===== src/design/mdr_pkg.sv =====
// Shared types, widths and constants for the motion and daylight relay controller.
package mdr_pkg;

   // Field widths
   localparam int LIGHT_W = 12;
   localparam int GAP_W   = 12;
   localparam int WAIT_W  = 16;
   localparam int HOLD_W  = 24;
   localparam int TIME_W  = 32;
   localparam int DEC_W   = 3;

   // Milliseconds per second, used to turn the off wait into milliseconds
   localparam int MS_PER_S  = 1000;
   // Wide enough for the largest off wait in milliseconds (65535 * 1000)
   localparam int WAIT_MS_W = 26;

   // Stream widths, packed fields filled up to whole bytes
   localparam int REQ_DATA_W = 48;
   localparam int RSP_DATA_W = 8;

   // Configuration port
   localparam int CSR_IDX_W  = 2;
   localparam int CSR_DATA_W = 24;

   typedef enum logic [CSR_IDX_W-1:0] {
      CSR_LOW_LIGHT_THRESHOLD = 2'd0,
      CSR_HYSTERESIS_GAP      = 2'd1,
      CSR_OFF_WAIT_SECONDS    = 2'd2,
      CSR_DAYLIGHT_HOLD_MS    = 2'd3
   } csr_index_type;

   // Register values after reset
   localparam logic [LIGHT_W-1:0]   RST_THRESHOLD   = 12'd500;
   localparam logic [GAP_W-1:0]     RST_GAP         = 12'd20;
   localparam logic [WAIT_MS_W-1:0] RST_OFF_WAIT_MS = 26'd60000;
   localparam logic [HOLD_W-1:0]    RST_HOLD_MS     = 24'd60000;

   typedef enum logic [DEC_W-1:0] {
      DEC_MOTION_KEEPS_ON   = 3'd0,
      DEC_MOTION_TURNS_ON   = 3'd1,
      DEC_WAIT_EXPIRED_OFF  = 3'd2,
      DEC_DARK_WAITING      = 3'd3,
      DEC_BRIGHT_TIMING     = 3'd4,
      DEC_BRIGHT_STARTED    = 3'd5,
      DEC_BRIGHT_OFF        = 3'd6,
      DEC_BRIGHT_IDLE       = 3'd7
   } decision_type;

   // Settings as seen by the evaluation logic
   typedef struct packed {
      logic [LIGHT_W-1:0]   threshold;
      logic [GAP_W-1:0]     gap;
      logic [WAIT_MS_W-1:0] off_wait_ms;
      logic [HOLD_W-1:0]    hold_ms;
   } cfg_type;

   // One evaluation item
   typedef struct packed {
      logic [TIME_W-1:0]  now_ms;
      logic               pir_motion;
      logic               radar_motion;
      logic [LIGHT_W-1:0] light_level;
   } req_item_type;

   // One result item
   typedef struct packed {
      decision_type decision;
      logic         relay_changed;
      logic         relay_on;
   } rsp_item_type;

endpackage


===== src/design/mdr_csr.sv =====
// Configuration registers of the relay controller, off wait kept in milliseconds.
module mdr_csr
   import mdr_pkg::*;
(
   input  logic                  clock,
   input  logic                  reset,
   input  logic                  csr_we,
   input  logic [CSR_IDX_W-1:0]  csr_index,
   input  logic [CSR_DATA_W-1:0] csr_wdata,
   output cfg_type               cfg
);

   cfg_type cfg_ff;
   cfg_type cfg_in;

   // Decode the write; scale the off wait to milliseconds as it is stored
   always_comb begin
      cfg_in = cfg_ff;
      if (csr_we) begin
         case (csr_index_type'(csr_index))
            CSR_LOW_LIGHT_THRESHOLD: cfg_in.threshold = csr_wdata[LIGHT_W-1:0];
            CSR_HYSTERESIS_GAP:      cfg_in.gap       = csr_wdata[GAP_W-1:0];
            CSR_OFF_WAIT_SECONDS:    cfg_in.off_wait_ms =
               WAIT_MS_W'(csr_wdata[WAIT_W-1:0]) * WAIT_MS_W'(MS_PER_S);
            CSR_DAYLIGHT_HOLD_MS:    cfg_in.hold_ms   = csr_wdata[HOLD_W-1:0];
            default:                 cfg_in = cfg_ff;
         endcase
      end
   end

   always_ff @(posedge clock) begin
      if (reset) begin
         cfg_ff.threshold   <= RST_THRESHOLD;
         cfg_ff.gap         <= RST_GAP;
         cfg_ff.off_wait_ms <= RST_OFF_WAIT_MS;
         cfg_ff.hold_ms     <= RST_HOLD_MS;
      end else begin
         cfg_ff <= cfg_in;
      end
   end

   assign cfg = cfg_ff;

endmodule


===== src/design/mdr_core.sv =====
// Relay decision logic and the relay and timer state it updates per item.
module mdr_core
   import mdr_pkg::*;
(
   input  logic         clock,
   input  logic         reset,
   input  logic         fire,
   input  req_item_type item,
   input  cfg_type      cfg,
   output rsp_item_type result
);

   logic              relay_ff, relay_in;
   logic [TIME_W-1:0] off_start_ff, off_start_in;
   logic [TIME_W-1:0] day_start_ff, day_start_in;

   logic                      motion;
   logic                      dark;
   logic signed [LIGHT_W:0]   light_s;
   logic signed [LIGHT_W:0]   on_thr_s;
   logic [TIME_W-1:0]         wait_end;
   logic [TIME_W-1:0]         day_stamp;
   logic [TIME_W-1:0]         day_end;
   decision_type              decision;

   // Judge darkness; threshold drops by the gap while the relay is on
   always_comb begin
      light_s  = $signed({1'b0, item.light_level});
      on_thr_s = $signed({1'b0, cfg.threshold}) - $signed({1'b0, cfg.gap});
      if (relay_ff) begin
         dark = light_s > on_thr_s;
      end else begin
         dark = item.light_level > cfg.threshold;
      end
      motion = item.radar_motion | item.pir_motion;
   end

   // Timer end points, wrapping at 32 bits
   always_comb begin
      wait_end  = TIME_W'(cfg.off_wait_ms) + off_start_ff;
      day_stamp = (day_start_ff == '0) ? item.now_ms : day_start_ff;
      day_end   = day_stamp + TIME_W'(cfg.hold_ms);
   end

   // Decide and form the next state
   always_comb begin
      relay_in     = relay_ff;
      off_start_in = off_start_ff;
      day_start_in = day_start_ff;
      decision     = DEC_BRIGHT_IDLE;
      if (dark) begin
         day_start_in = '0;
         if (motion) begin
            decision     = relay_ff ? DEC_MOTION_KEEPS_ON : DEC_MOTION_TURNS_ON;
            relay_in     = 1'b1;
            off_start_in = item.now_ms;
         end else if (relay_ff && (wait_end < item.now_ms)) begin
            decision = DEC_WAIT_EXPIRED_OFF;
            relay_in = 1'b0;
         end else begin
            decision = DEC_DARK_WAITING;
         end
      end else if (relay_ff) begin
         day_start_in = day_stamp;
         decision     = (day_start_ff == '0) ? DEC_BRIGHT_STARTED : DEC_BRIGHT_TIMING;
         if (day_end < item.now_ms) begin
            decision = DEC_BRIGHT_OFF;
            relay_in = 1'b0;
         end
      end
   end

   // Advance the state when an item is evaluated
   always_ff @(posedge clock) begin
      if (reset) begin
         relay_ff     <= 1'b0;
         off_start_ff <= '0;
         day_start_ff <= '0;
      end else if (fire) begin
         relay_ff     <= relay_in;
         off_start_ff <= off_start_in;
         day_start_ff <= day_start_in;
      end
   end

   assign result.relay_on      = relay_in;
   assign result.relay_changed = relay_in ^ relay_ff;
   assign result.decision      = decision;

endmodule


===== src/design/motion_daylight_relay_controller_unit.sv =====
// Top level of the motion and daylight relay controller: item registers and handshake.
//
// Usage:
//   req_ channel takes one evaluation item (light sample, two motion bits,
//   millisecond timestamp); rsp_ channel returns one result item per input
//   item with the relay drive, a changed flag and a decision code.
//   csr_ port writes the four settings; write only while no item is in flight.
// Pipeline and throughput:
//   An accepted item is evaluated from the input register and its result is
//   written to the result register and shown on rsp_ once that register is
//   free. One item per cycle is taken and returned while rsp_tready stays
//   high; the evaluation is a single add and compare per timer between
//   the input register and the result register.
// Reset:
//   Relay off, both timer stamps cleared, settings back to their defaults,
//   both registers empty.
// Stall:
//   While rsp_tready is low the result is held; the input register still
//   takes one more item, after which req_tready drops until the result moves.
module motion_daylight_relay_controller_unit
   import mdr_pkg::*;
(
   input  logic                  clock,
   input  logic                  reset,
   // req_tdata: light_level[11:0], radar_motion[12], pir_motion[13], now_ms[45:14]
   input  logic                  req_tvalid,
   output logic                  req_tready,
   input  logic [REQ_DATA_W-1:0] req_tdata,
   // rsp_tdata: relay_on[0], relay_changed[1], decision[4:2]
   output logic                  rsp_tvalid,
   input  logic                  rsp_tready,
   output logic [RSP_DATA_W-1:0] rsp_tdata,
   input  logic                  csr_we,
   input  logic [CSR_IDX_W-1:0]  csr_index,
   input  logic [CSR_DATA_W-1:0] csr_wdata
);

   cfg_type      cfg;
   req_item_type item_ff;
   logic         item_valid_ff;
   rsp_item_type result;
   rsp_item_type rsp_ff;
   logic         rsp_valid_ff;
   logic         advance;

   mdr_csr u_csr (
      .clock     (clock),
      .reset     (reset),
      .csr_we    (csr_we),
      .csr_index (csr_index),
      .csr_wdata (csr_wdata),
      .cfg       (cfg)
   );

   mdr_core u_core (
      .clock  (clock),
      .reset  (reset),
      .fire   (advance),
      .item   (item_ff),
      .cfg    (cfg),
      .result (result)
   );

   // Move an item to the result register when that register is empty or being read
   assign advance    = item_valid_ff & (~rsp_valid_ff | rsp_tready);
   assign req_tready = ~item_valid_ff | advance;

   // Input register
   always_ff @(posedge clock) begin
      if (reset) begin
         item_valid_ff <= 1'b0;
      end else if (req_tready) begin
         item_valid_ff <= req_tvalid;
      end
   end

   always_ff @(posedge clock) begin
      if (req_tready && req_tvalid) begin
         item_ff <= req_item_type'(req_tdata[$bits(req_item_type)-1:0]);
      end
   end

   // Result register; hold while the receiver stalls
   always_ff @(posedge clock) begin
      if (reset) begin
         rsp_valid_ff <= 1'b0;
      end else if (advance) begin
         rsp_valid_ff <= 1'b1;
      end else if (rsp_tready) begin
         rsp_valid_ff <= 1'b0;
      end
   end

   always_ff @(posedge clock) begin
      if (advance) begin
         rsp_ff <= result;
      end
   end

   assign rsp_tvalid = rsp_valid_ff;
   assign rsp_tdata  = RSP_DATA_W'(rsp_ff);

endmodule


===== config.mk =====
export PLATFORM = sky130hd
export DESIGN_NAME = motion_daylight_relay_controller_unit
export DESIGN_NICKNAME = d
export VERILOG_FILES = /design/src/design/mdr_pkg.sv /design/src/design/mdr_csr.sv /design/src/design/mdr_core.sv /design/src/design/motion_daylight_relay_controller_unit.sv
export SDC_FILE = /design/constraint.sdc
export NUM_CORES = 1
export LEC_CHECK = 0
export ABC_AREA = 1
export ABC_CLOCK_PERIOD_IN_PS = 4620
export BUFFER_PORTS_ARGS = -buffer_cell sky130_fd_sc_hd__buf_2
export CORE_MARGIN = 8
export CORE_UTILIZATION = 47
export DETAILED_ROUTE_END_ITERATION = 16
export PLACE_DENSITY = 0.76
export SLEW_MARGIN = 5
export SYNTH_ARGS = -nofsm -noshare
export SYNTH_HDL_FRONTEND = slang
export SYNTH_SLANG_ARGS = --single-unit

===== constraint.sdc =====
create_clock -name clock -period 4.62 [get_ports clock]
set_input_delay 0.924 -clock clock [delete_from_list [all_inputs] [get_ports clock]]
set_output_delay 0.924 -clock clock [all_outputs]
set_load 0.05 [all_outputs]

* After elaboration in Yosys (flattened, before gate mapping) *
Index checks and enable logic that the tools add are counted.

word-level totals
  register bits = 189
  output and inout port bits = 10
  logic and storage cells = 64
  input bits = 79

operators by class
  equal/unequal tests = 3
  bitwise gates (word level) = 7
  multiply operators = 1
  reduce and logical (&&, ||, !) cells = 12
  mux-type cells = 18
  $lt $le $gt $ge = 4
  add/sub/neg operators = 3

operator list
  kind                   number
  $mux 32                3
  $lt 32x32->1           2
  $add 26x32->32         1
  $add 32x24->32         1
  $logic_not 32->1       1
  $mul 16x7->23 const B  1
  $gt 13x13->1           1
  $sub 12x12->13         1
  $gt 12x12->1           1
  $mux 3                 4
  $mux 1                 11
  $reduce_and 2->1       5
  $eq 2x2->1 const B     2
  $reduce_bool 2->1      2
  $or 1x1->1             3
  $reduce_and 3->1       1
  $eq 2x1->1 const B     1
  $logic_and 1x1->1      2
  $logic_not 2->1        1
  $not 1->1              2
  $and 1x1->1            1
  $xor 1x1->1            1

* Depth between registers and ports, before layout *
Gate-level depths: netlist of the first run.

  depth after elaboration = 8
  gate-level depth with buffers = 33
  gate-level depth less buffers = 32

* By module *
A second synthesis of the first run with hierarchy kept.

second synthesis, totals
  cell total of the unflattened synthesis = 2109
  area total of the unflattened synthesis = 15756.4 um^2

by module, submodules not included
  module                                 sequential area each (um^2)  cells each  area an instance (um^2)  instances
  mdr_core                               1301.2                       1351        8644.5                   1
  mdr_csr                                1421.4                       691         5462.7                   1
  motion_daylight_relay_controller_unit  1571.5                       67          1649.1                   1

* Worst setup path after synthesis of the first run *
Ideal clock, no wire load.

  kind = in2reg
  start point = in csr_wdata[0]
  end point = reg u_csr.cfg_ff (netlist bit u_csr.cfg[46])
  data required time = 4.511 ns
  arrival = 4.341 ns
  stages = 18
  library setup time = 0.109 ns
  path buffers = 0
  path slack = 0.170 ns
  path through = fa_1 inv_1 fa_1 fa_1 inv_1 fa_1 ha_1 a21o_1 a31oi_1 o21ai_0 nand3_1 nand2_1 nand3_1 nand2_1 nand2_1 nand3_1 nand2_1 inv_1

between the ends
  word-level cells in the longest chain between the ends = 1

ends and longest elaborated chain
  item                    RTL line                                     source
  start: declaration      motion_daylight_relay_controller_unit.sv:35  input logic [CSR_DATA_W-1:0] csr_wdata
  $mul 16x7->23           mdr_csr.sv:24                                WAIT_MS_W'(csr_wdata[WAIT_W-1:0]) * WAIT_MS_W'(MS_PER_S);
  end signal: assignment  mdr_csr.sv:38                                cfg_ff <= cfg_in;
  end: declaration        mdr_csr.sv:13                                cfg_type cfg_ff;

Every way passes these cells.
A chain may end at the register's enable or synchronous reset.

==> results of run 1 <==
[cell usage in the layout, fill, tap and decap left out, types with 4 or more instances in the layout]
cell type and instances:
o21bai_1 7, inv_2 7, nor2_2 5, nand2_2 25, o21ai_2 5, o31ai_1 4, a21oi_1 216, ha_1 182
nor4_1 5, edfxtp_1 51, dfxtp_1 134, xnor2_1 23, ha_4 17, a31oi_1 8, xor2_1 46, nor3_1 10
inv_1 221, o21ai_1 15, nand4_1 22, clkbuf_16 17, o21ai_0 92, nor3_2 5, fa_1 56, buf_4 162
nand3_1 102, a21oi_2 12, clkinv_8 5, nand2_1 375, buf_2 83, o21a_1 9, nand3_2 5, inv_6 6
o211ai_1 22, nor2_1 162, a21o_1 12, dfxtp_2 4
[worst max path at each step]
stage	slack, ns	to	from	cells after the start
after detailed placement	-0.20	u_csr.cfg[43]	csr_wdata[2]	17
after floorplan	0.17	u_csr.cfg[46]	csr_wdata[0]	18
after CTS	0.005	rsp_tdata[0]	u_core.day_start_ff[5]	31
final	0.09	rsp_tdata[3]	u_core.day_start_ff[5]	28
after global placement	-0.15	u_csr.cfg[48]	csr_wdata[8]	18
after global routing	-0.05	rsp_tdata[3]	u_core.day_start_ff[5]	28
[per-layer routing]
metal	vias to the layer above	track usage [%]	wire length [µm]
met4	0	9.74	1590
met1	6570	26.4	18300
met5	-	0	0
li1	6971	-	-
met3	73	2.92	1910
met2	360	37.2	20700
[state kept, by name (all words and copies together) (netlist names)]
signal	count
u_csr.cfg	71
item_ff	46
u_core.day_start_ff	32
u_core.off_start_ff	32
rsp_tdata	5
item_valid_ff	1
rsp_tvalid	1
u_core.relay_ff	1
[through the flow]
step	TNS [ns]	hold WS [ns]	instances	power [W]	instance area, µm²
detailed placement	-1.75	0.454	2540	0.00555	16900
floorplan	0	0.435	1949	0.00412	15100
global route	-0.134	0.495	2578	0.00771	18000
global placement	-0.914	0.452	2540	0.00546	16900
finish	0	0.469	2578	0.00715	18000
CTS	0	0.472	2573	0.00707	17500
[cells by family (layout without fill, tap and decap cells)]
| group | count (synthesis) | in the layout | synth area share (%) |
|---|---|---|---|
| buffers and inverters | 282 | 509 | 7.65 |
| xor gates and xnor gates | 69 | 69 | 4.01 |
| adders and majority gates | 256 | 256 | 24.1 |
| other | 1 | 3 | 0.0249 |
| and+or+nand+nor | 734 | 734 | 20.5 |
| AOI/OAI and AO/OA | 416 | 416 | 15.2 |
| DFF | 189 | 189 | 28.5 |
[worst max-delay path, delay by kind of cell, from the launching register on]
| family | cells | cell delay, ns |
|---|---|---|
| AO/OA/AOI/OAI | 3 | 0.42 |
| XOR/XNOR | 1 | 0.14 |
| adder cells (fa/ha/maj) | 2 | 0.47 |
| buffers and inverters | 8 | 1.00 |
| flip-flops | 1 | 0.32 |
| AND/OR/NAND/NOR | 14 | 1.94 |
[area by class of cell]
type / count / area, µm²
Fill cell: 2766 / 13500
Multi-Input combinational cell: 1478 / 10100
Sequential cell: 189 / 4300
Timing Repair Buffer: 248 / 1690
Inverter: 229 / 862
Tap cell: 402 / 503
Clock buffer: 17 / 425
Clock inverter: 15 / 169
[where the power goes]
part           internal [W]  leakage, nW  switching, W  total, W
Combinational       0.00172         6.87       0.00203   0.00376
Sequential          0.00181         1.63     0.0000750   0.00189
Clock              0.000729        0.289      0.000771   0.00150
Total               0.00427         8.79       0.00288   0.00715
[timing repair]
action                                  in CTS  in global routing
setup buffers                                1                  5
endpoints found under the setup margin       3                  5
resized for setup                            7                 98
pin swaps                                    1                 25
==> run metrics, run 1 <==
status=complete, no violations; Worst Path Arrival=4.74 ns; startpoint class of the critical path=flip-flop; CTS clock-pin slew for the worst setup and hold paths=0.08 ns; sequential-to-total area share from yosys stat=28.5%; Worst-Skew Late Latency=0.45 ns; worst setup margin=0.0886 ns; All-Layer GR Usage=21.5%; dpl ws=-0.197 ns; most frequent cell after synthesis=nand2_1; Reg2Reg Capture Point=rsp_tdata[3]; minimum clock period=4.53 ns; final hold vios=0; initial antenna violation count=0; final WL=42,500 µm; Synth Flop Type=dfxtp_1; DRT antenna net count=0; Clock Sinks=189; 1st-iter DRT viols=1,103; Mean Syn Cell Area=7.74 µm²; post-DR vias/cell=5.42; R2R Setup Slk=0.09 ns; layout net count=2,498; hold endpoint=u_csr.cfg[56]; Worst Reg-to-Reg Cells=28; cell at the root of the clock tree=clkbuf_16; routed len/inst=16.5 µm; Site Rows=65; Synth Register Bits=189; CP Class=reg2reg; CTS Buffer Depth=2; Mapped Area=15,100 µm²; DIE HEIGHT=195 µm; YS warnings=0; hold path cells=2; I/O pins=89; layout cell share with drive strength beyond 1=17.6%; Final setup viols=0; worst hold path type=reg2reg; global-route wire length before repair=67,500 µm; Leakage=8.79 nW; most frequent cells after synthesis=398 x nand2_1, 230 x a21oi_1, 225 x inv_1; Max Cap Viol=0; hold path startpoint=u_csr.cfg[56]; number of I/O port buffers=83; ant diodes=0; Synth area leader=dfxtp_1; CP Capture Type=flip-flop; gr ovfl total=0; # DRC=0; PwrDens=396 nW/µm²; CTS tree=yes; post-synth top area share=18.3%; Syn-to-layout area delta=19.7%; number of global-route vias before repair=13,800; asr flop ratio synth=0%; FMAX=221 MHz; Worst path slowest cell=dfxtp_1; vias=14,000; max_slew headroom=26.3%; largest net degree at the start of global routing=65; Placer Congestion=0.923; origin of the critical flop-to-flop path=u_core.day_start_ff[5]; final worst-path cycle share=98.1%; Core Util, Final=57.1%; hold_buf cts=0; max-slew violation count=0; H-Tree Depth=4; Num CTS Buffers=17; Post-synth EDFFs=51; DP Wirelength=33,000 µm; number of library cell types mapped by synthesis=53; worst slew pin tran=1.10 ns; clk_skew=0.00925 ns; Worst IR Drop VDD=0.355 mV; CORE AREA=31,600 µm²; drt pass-1 iters=6; max incr delay on CP=0.32 ns; Synth area leaders=dfxtp_1 18%, ha_1 17%, edfxtp_1 10%; CP max FO=9; Die W=195 µm; Post-Synthesis Cells=1,947; Worst EP required=4.82 ns; starting density of the core=47.7%; die footprint=38,000 µm²
Power figures use the tool's default switching activity.
==> run 2, diff against run 1 <==
--- a/config.mk
+++ b/config.mk
@@ -8,7 +8,8 @@
 export ABC_AREA = 1
 export ABC_CLOCK_PERIOD_IN_PS = 4620
 export BUFFER_PORTS_ARGS = -buffer_cell sky130_fd_sc_hd__buf_2
-export CORE_MARGIN = 8
+export CAP_MARGIN = 20
+export CORE_MARGIN = 1.5
 export CORE_UTILIZATION = 47
 export DETAILED_ROUTE_END_ITERATION = 16
 export PLACE_DENSITY = 0.76
==> run metrics, run 2 (same netlist as run 1, synthesis figures left out) <==
status=complete, no violations; final worst-path cycle share=98.4% (+0.35 points); Max Cap Viol=0 (unchanged); starting density of the core=47.7% (unchanged); number of I/O port buffers=83 (unchanged); max reg flops=71 (unchanged); Worst Path Arrival=4.75 ns (about the same); Worst-Skew Late Latency=0.45 ns (about the same); Final setup viols=0 (unchanged); worst slew pin tran=1.08 ns (-0.0229 ns); layout cell share with drive strength beyond 1=18.4% (+0.77 points); Die W=182 µm (-6.7%); max_slew headroom=27.8% (+1.6 points); Core Util, Final=57.3% (+0.22 points); clk_skew=0.0100 ns (+0.000787 ns); CP Capture Point=rsp_tdata[1]; ant diodes=0 (unchanged); most frequent cell on the critical path=nand2_1; crit path from=u_core.day_start_ff[1]; Worst path slowest cell=dfxtp_1; Worst IR Drop VDD=0.253 mV (-29%); initial antenna violation count=0 (unchanged); worst hold path type=reg2reg; Reg2Reg Capture Point=rsp_tdata[1]; gr ovfl total=0 (unchanged); minimum clock period=4.55 ns (+0.0160 ns); setup TNS=0 ns (unchanged); post-DR vias/cell=5.45 (+0.49%); CTS Buffer Depth=2 (unchanged); max-slew violation count=0 (unchanged); Syn-to-layout area delta=20.1%; die footprint=33,100 µm² (-13%); DP Wirelength=32,600 µm (-1.0%); Site Rows=65 (unchanged); DP Area=17,000 µm² (+0.37%); FMAX=220 MHz (-0.35%); layout net count=2,505 (+0.28%); DIE HEIGHT=182 µm (-6.7%); global-route wire length before repair=67,300 µm (-0.38%); CTS clock-pin slew for the worst setup and hold paths=0.08 ns (about the same); drt pass-1 iters=6 (unchanged); family with the most delay on the worst path=simple AND/OR/NAND/NOR gates; routed len/inst=16.4 µm (-0.51%); H-Tree Depth=4 (unchanged); Num CTS Buffers=17 (unchanged); largest net degree at the start of global routing=66 (+1.5%); CORE AREA=31,600 µm² (unchanged); cell at the root of the clock tree=clkbuf_16; final hold vios=0 (unchanged); RSZ-0062 raised after global routing=true; CP Class=reg2reg; DRT antenna net count=0 (unchanged); 1st-iter DRT viols=1,165 (+5.6%); Worst Reg-to-Reg Cells=33 (+18%); Stages on worst setup path=33 (+18%); number of global-route vias before repair=13,700 (-0.37%); WP buf/inv=8 (unchanged); final WL=42,400 µm (-0.24%); Worst EP required=4.82 ns (about the same); most frequent cells in the layout=370 x nand2_1, 220 x a21oi_1, 217 x inv_1; origin of the critical flop-to-flop path=u_core.day_start_ff[1]; Placer Congestion=0.919 (-0.41%); most common cell after layout, fill and taps aside=nand2_1; startpoint class of the critical path=flip-flop; max incr delay on CP=0.31 ns (about the same); CP Capture Type=flip-flop; Leakage=8.83 nW (+0.51%); CTS tree=yes; Clock Sinks=189 (unchanged); R2R Setup Slk=0.07 ns (-0.02 ns); All-Layer GR Usage=25.4% (+3.8 points); PwrDens=399 nW/µm² (+0.64%); CP max FO=7 (-2); I/O pins=89 (unchanged); # DRC=0 (unchanged); vias=14,100 (+0.76%); Post-Layout Inst Area=18,100 µm² (+0.38%)
-- run 2: how the worst min path moves through the flow --
stage	start	to	cells after the start
2_1_floorplan	u_csr.cfg[53]	u_csr.cfg[53]	2
3_3_place_gp	u_csr.cfg[58]	u_csr.cfg[58]	2
3_5_place_dp	u_csr.cfg[60]	u_csr.cfg[60]	2
4_1_cts	u_csr.cfg[53]	u_csr.cfg[53]	2
5_1_grt	u_csr.cfg[55]	u_csr.cfg[55]	2
6_report	u_csr.cfg[56]	u_csr.cfg[56]	2
-- run 2: worst min-delay path: stages (launching register included) --
cell and delay [ns]:
dfxtp_1 0.30, inv_1 0.07, a21oi_1 0.06
-- run 2: layer usage --
layer  wire, µm  vias up  global-route usage [%]
met5          0        -                       0
met4       1490        0                    9.29
met3       2010       75                    3.03
met2      20400      414                    44.9
met1      18500     6621                    31.6
li1           -     6970                       -
-- run 2: repair_timing --
item                                    in CTS  in global routing
pin swaps                                    1                 21
gates resized for setup                      6                 99
setup buffers                                1                  5
endpoints found under the setup margin       5                  8
cloned                                       0                  1
hold buffers                                 0                  0
-- run 2: where the power goes --
part	switching, W	total, W	leakage (nW)	internal [W]
clock network	0.000757	0.00154	0.298	0.000784
logic	0.00208	0.00379	6.91	0.00171
registers	0.0000755	0.00189	1.63	0.00181
-- run 2: area by class of cell --
| cell class | count | area [µm²] |
|---|---|---|
| inverters | 229 | 865 |
| well taps | 402 | 503 |
| clock inverters | 15 | 183 |
| clock buffers | 17 | 425 |
| flip-flops and latches | 189 | 4300 |
| fillers | 2741 | 13500 |
| repair buffers | 255 | 1780 |
| multi-input cells | 1478 | 10000 |
-- run 2: stage by stage --
step	hold slack, ns	worst slack (ns)	cells	total power (W)
after floorplan	0.435	0.170	1949	0.00412
after global placement	0.452	-0.129	2545	0.00547
after detailed placement	0.459	-0.167	2545	0.00556
after CTS	0.473	0.00428	2578	0.00713
after global routing	0.488	-0.119	2585	0.00776
final	0.474	0.0725	2585	0.00722
==> run 3, diff against run 2 <==
--- a/config.mk
+++ b/config.mk
@@ -10,9 +10,10 @@
 export BUFFER_PORTS_ARGS = -buffer_cell sky130_fd_sc_hd__buf_2
 export CAP_MARGIN = 20
 export CORE_MARGIN = 1.5
-export CORE_UTILIZATION = 47
+export CORE_UTILIZATION = 31
 export DETAILED_ROUTE_END_ITERATION = 16
-export PLACE_DENSITY = 0.76
+export PLACE_DENSITY = 0.57
+export RECOVER_POWER = 25
 export SLEW_MARGIN = 5
 export SYNTH_ARGS = -nofsm -noshare
 export SYNTH_HDL_FRONTEND = slang
==> run metrics, run 3 (same netlist as run 1, synthesis figures left out) <==
Clock Sinks=189 (unchanged); internal power=0.00447 W (+3.7%); I/O pins=89 (unchanged); hold_buf cts=0 (unchanged); vias=13,600 (-3.3%); All-Layer GR Usage=16.9% (-8.5 points); layout net count=2,501 (-0.16%); max-slew violation count=35 (+35); DRT antenna net count=0 (unchanged); Num CTS Buffers=17 (unchanged); Worst EP required=4.85 ns (+0.03 ns); Post-Layout Cell Count=2,795 (+8.1%); Final setup viols=0 (unchanged); largest net degree at the start of global routing=65 (-1.5%); clk_skew=0.0120 ns (+0.00198 ns); routed len/inst=15.2 µm (-7.5%); 1st-iter DRT viols=808 (-31%); final hold vios=0 (unchanged); CTS Buffer Depth=2 (unchanged); Worst IR Drop VDD=0.258 mV (+2.2%); Die W=223 µm (+23%); CORE AREA=47,800 µm² (+52%); Sequential Power Share=25.9% (-0.3 points); # DRC=0 (unchanged); Core Util, Final=38.7% (-19 points); FMAX=222 MHz (+0.77%); CP Capture Type=flip-flop; Placer Congestion=0.895 (-2.6%); worst setup margin=0.107 ns (+0.0348 ns); cell at the root of the clock tree=clkbuf_16; Min Hold Slack=0.465 ns (-0.00896 ns); Fillers=4,884 (+78%); combinational share of power=53.3% (+0.8 points); gr ovfl total=0 (unchanged); startpoint class of the critical path=flip-flop; worst slew pin tran=2.01 ns (+0.927 ns); CTS clock-pin slew for the worst setup and hold paths=0.07 ns (about the same); dpl cells=2,746 (+7.9%); max reg flops=71 (unchanged); DIE HEIGHT=223 µm (+23%); minimum clock period=4.51 ns (-0.0348 ns); NetSw=0.00282 W (-3.0%); RSZ-0062 raised after global routing=true; power share of the clock group=20.8% (-0.5 points); Leakage=8.85 nW (+0.17%); Syn-to-layout area delta=22.9%; Worst-Skew Late Latency=0.47 ns (+0.02 ns); Site Rows=80 (+23%); max_slew headroom=-33.9% (-62 points); Total Power=0.00729 W (+1.0%); post-DR vias/cell=4.87 (-11%); final WL=42,400 µm (about the same); drt pass-1 iters=8 (+2); status=complete, but fails checks; CP max FO=6 (-1); number of global-route vias before repair=13,000 (-5.1%); most frequent cells in the layout=360 x nand2_1, 218 x inv_1, 209 x a21oi_1; layout cell share with drive strength beyond 1=19.1% (+0.77 points); number of I/O port buffers=83 (unchanged); most common cell after layout, fill and taps aside=nand2_1; final worst-path cycle share=97.7% (-0.75 points); Switching Fraction=38.7% (-1.6 points); CTS tree=yes; Worst Path Arrival=4.74 ns (about the same); worst hold path type=reg2reg; global-route wire length before repair=66,600 µm (-0.95%); starting density of the core=31.5% (-16 points); failing checks=capacitance limit, slew limit; die footprint=49,900 µm² (+51%); dpl ws=-0.231 ns (-0.0642 ns); CP Class=reg2reg; H-Tree Depth=4 (unchanged); Max Cap Viol=1 (+1); initial antenna violation count=1 (+1); DP Wirelength=33,500 µm (+2.7%); PwrDens=394 nW/µm² (-1.3%)
## run 3: stage by stage
step	area [µm²]	setup TNS, ns
4_1_cts	17700	0
2_1_floorplan	15100	0
5_1_grt	18500	-0.186
3_3_place_gp	17100	-1.57
3_5_place_dp	17100	-2.27
6_report	18500	0
## run 3: per-layer routing
metal	up-vias	global-route usage [%]	routed length, µm
met3	67	3.17	1750
met4	2	5.78	1090
li1	6970	-	-
met5	-	0	7
met2	268	28.8	20000
met1	6303	21.4	19500
## run 3: power by group through the flow
stage	Combinational (W)	Clock, W	Sequential, W
floorplan	0.00221	0	0.00191
global placement	0.00370	0	0.00192
detailed placement	0.00374	0	0.00192
CTS	0.00377	0.00156	0.00188
global route	0.00441	0.00162	0.00190
finish	0.00389	0.00151	0.00189
## run 3: final cells by class
type | count | area, µm² | share of cell area, %
Inverter | 229 | 863 | 4.66
Timing Repair Buffer | 251 | 1770 | 9.54
Sequential cell | 189 | 4300 | 23.2
Antenna cell | 1 | 2.50 | 0.0135
Tap cell | 615 | 769 | 4.16
Clock inverter | 9 | 113 | 0.608
Multi-Input combinational cell | 1478 | 10200 | 55.2
Clock buffer | 23 | 468 | 2.53
## run 3: path summary, 6_finish.rpt
path	startpoint	end	slack, ns	cells past startpoint
worst max-delay path	u_core.day_start_ff[8]	rsp_tdata[1]	0.11	27
worst min-delay path	u_csr.cfg[55]	u_csr.cfg[55]	0.46	2
worst max register to register	u_core.day_start_ff[8]	rsp_tdata[1]	0.11	27
worst min register to register	u_csr.cfg[55]	u_csr.cfg[55]	0.46	2
## run 3: repair_timing
| action | in CTS | in global routing |
|---|---|---|
| gates cloned | 0 | 3 |
| pin swaps | 1 | 30 |
| buffers inserted | 0 | 12 |
| setup endpoints to repair | 2 | 7 |
| resized for setup | 5 | 141 |
## run 3: worst max-delay path: stages, from the launching register on
cell and delay [ns]:
dfxtp_1 0.33, inv_1 0.07, nand4_1 0.10, nor2_1 0.06
buf_4 0.14, nand4_4 0.11, clkinvlp_4 0.24, clkbuf_16 0.25
nand2_1 0.07, nand2_2 0.08, ha_4 0.28, nand2_4 0.07
nor4_4 0.30, buf_4 0.16, nand4_1 0.12, nand3_2 0.13
a21o_1 0.19, nand2_2 0.07, xnor2_1 0.12, ha_1 0.30
nand2_2 0.07, nor4_4 0.28, nor3b_2 0.22, nand2_2 0.10
a21oi_2 0.14, nand2_1 0.10, nand3_1 0.09, nand2_1 0.05
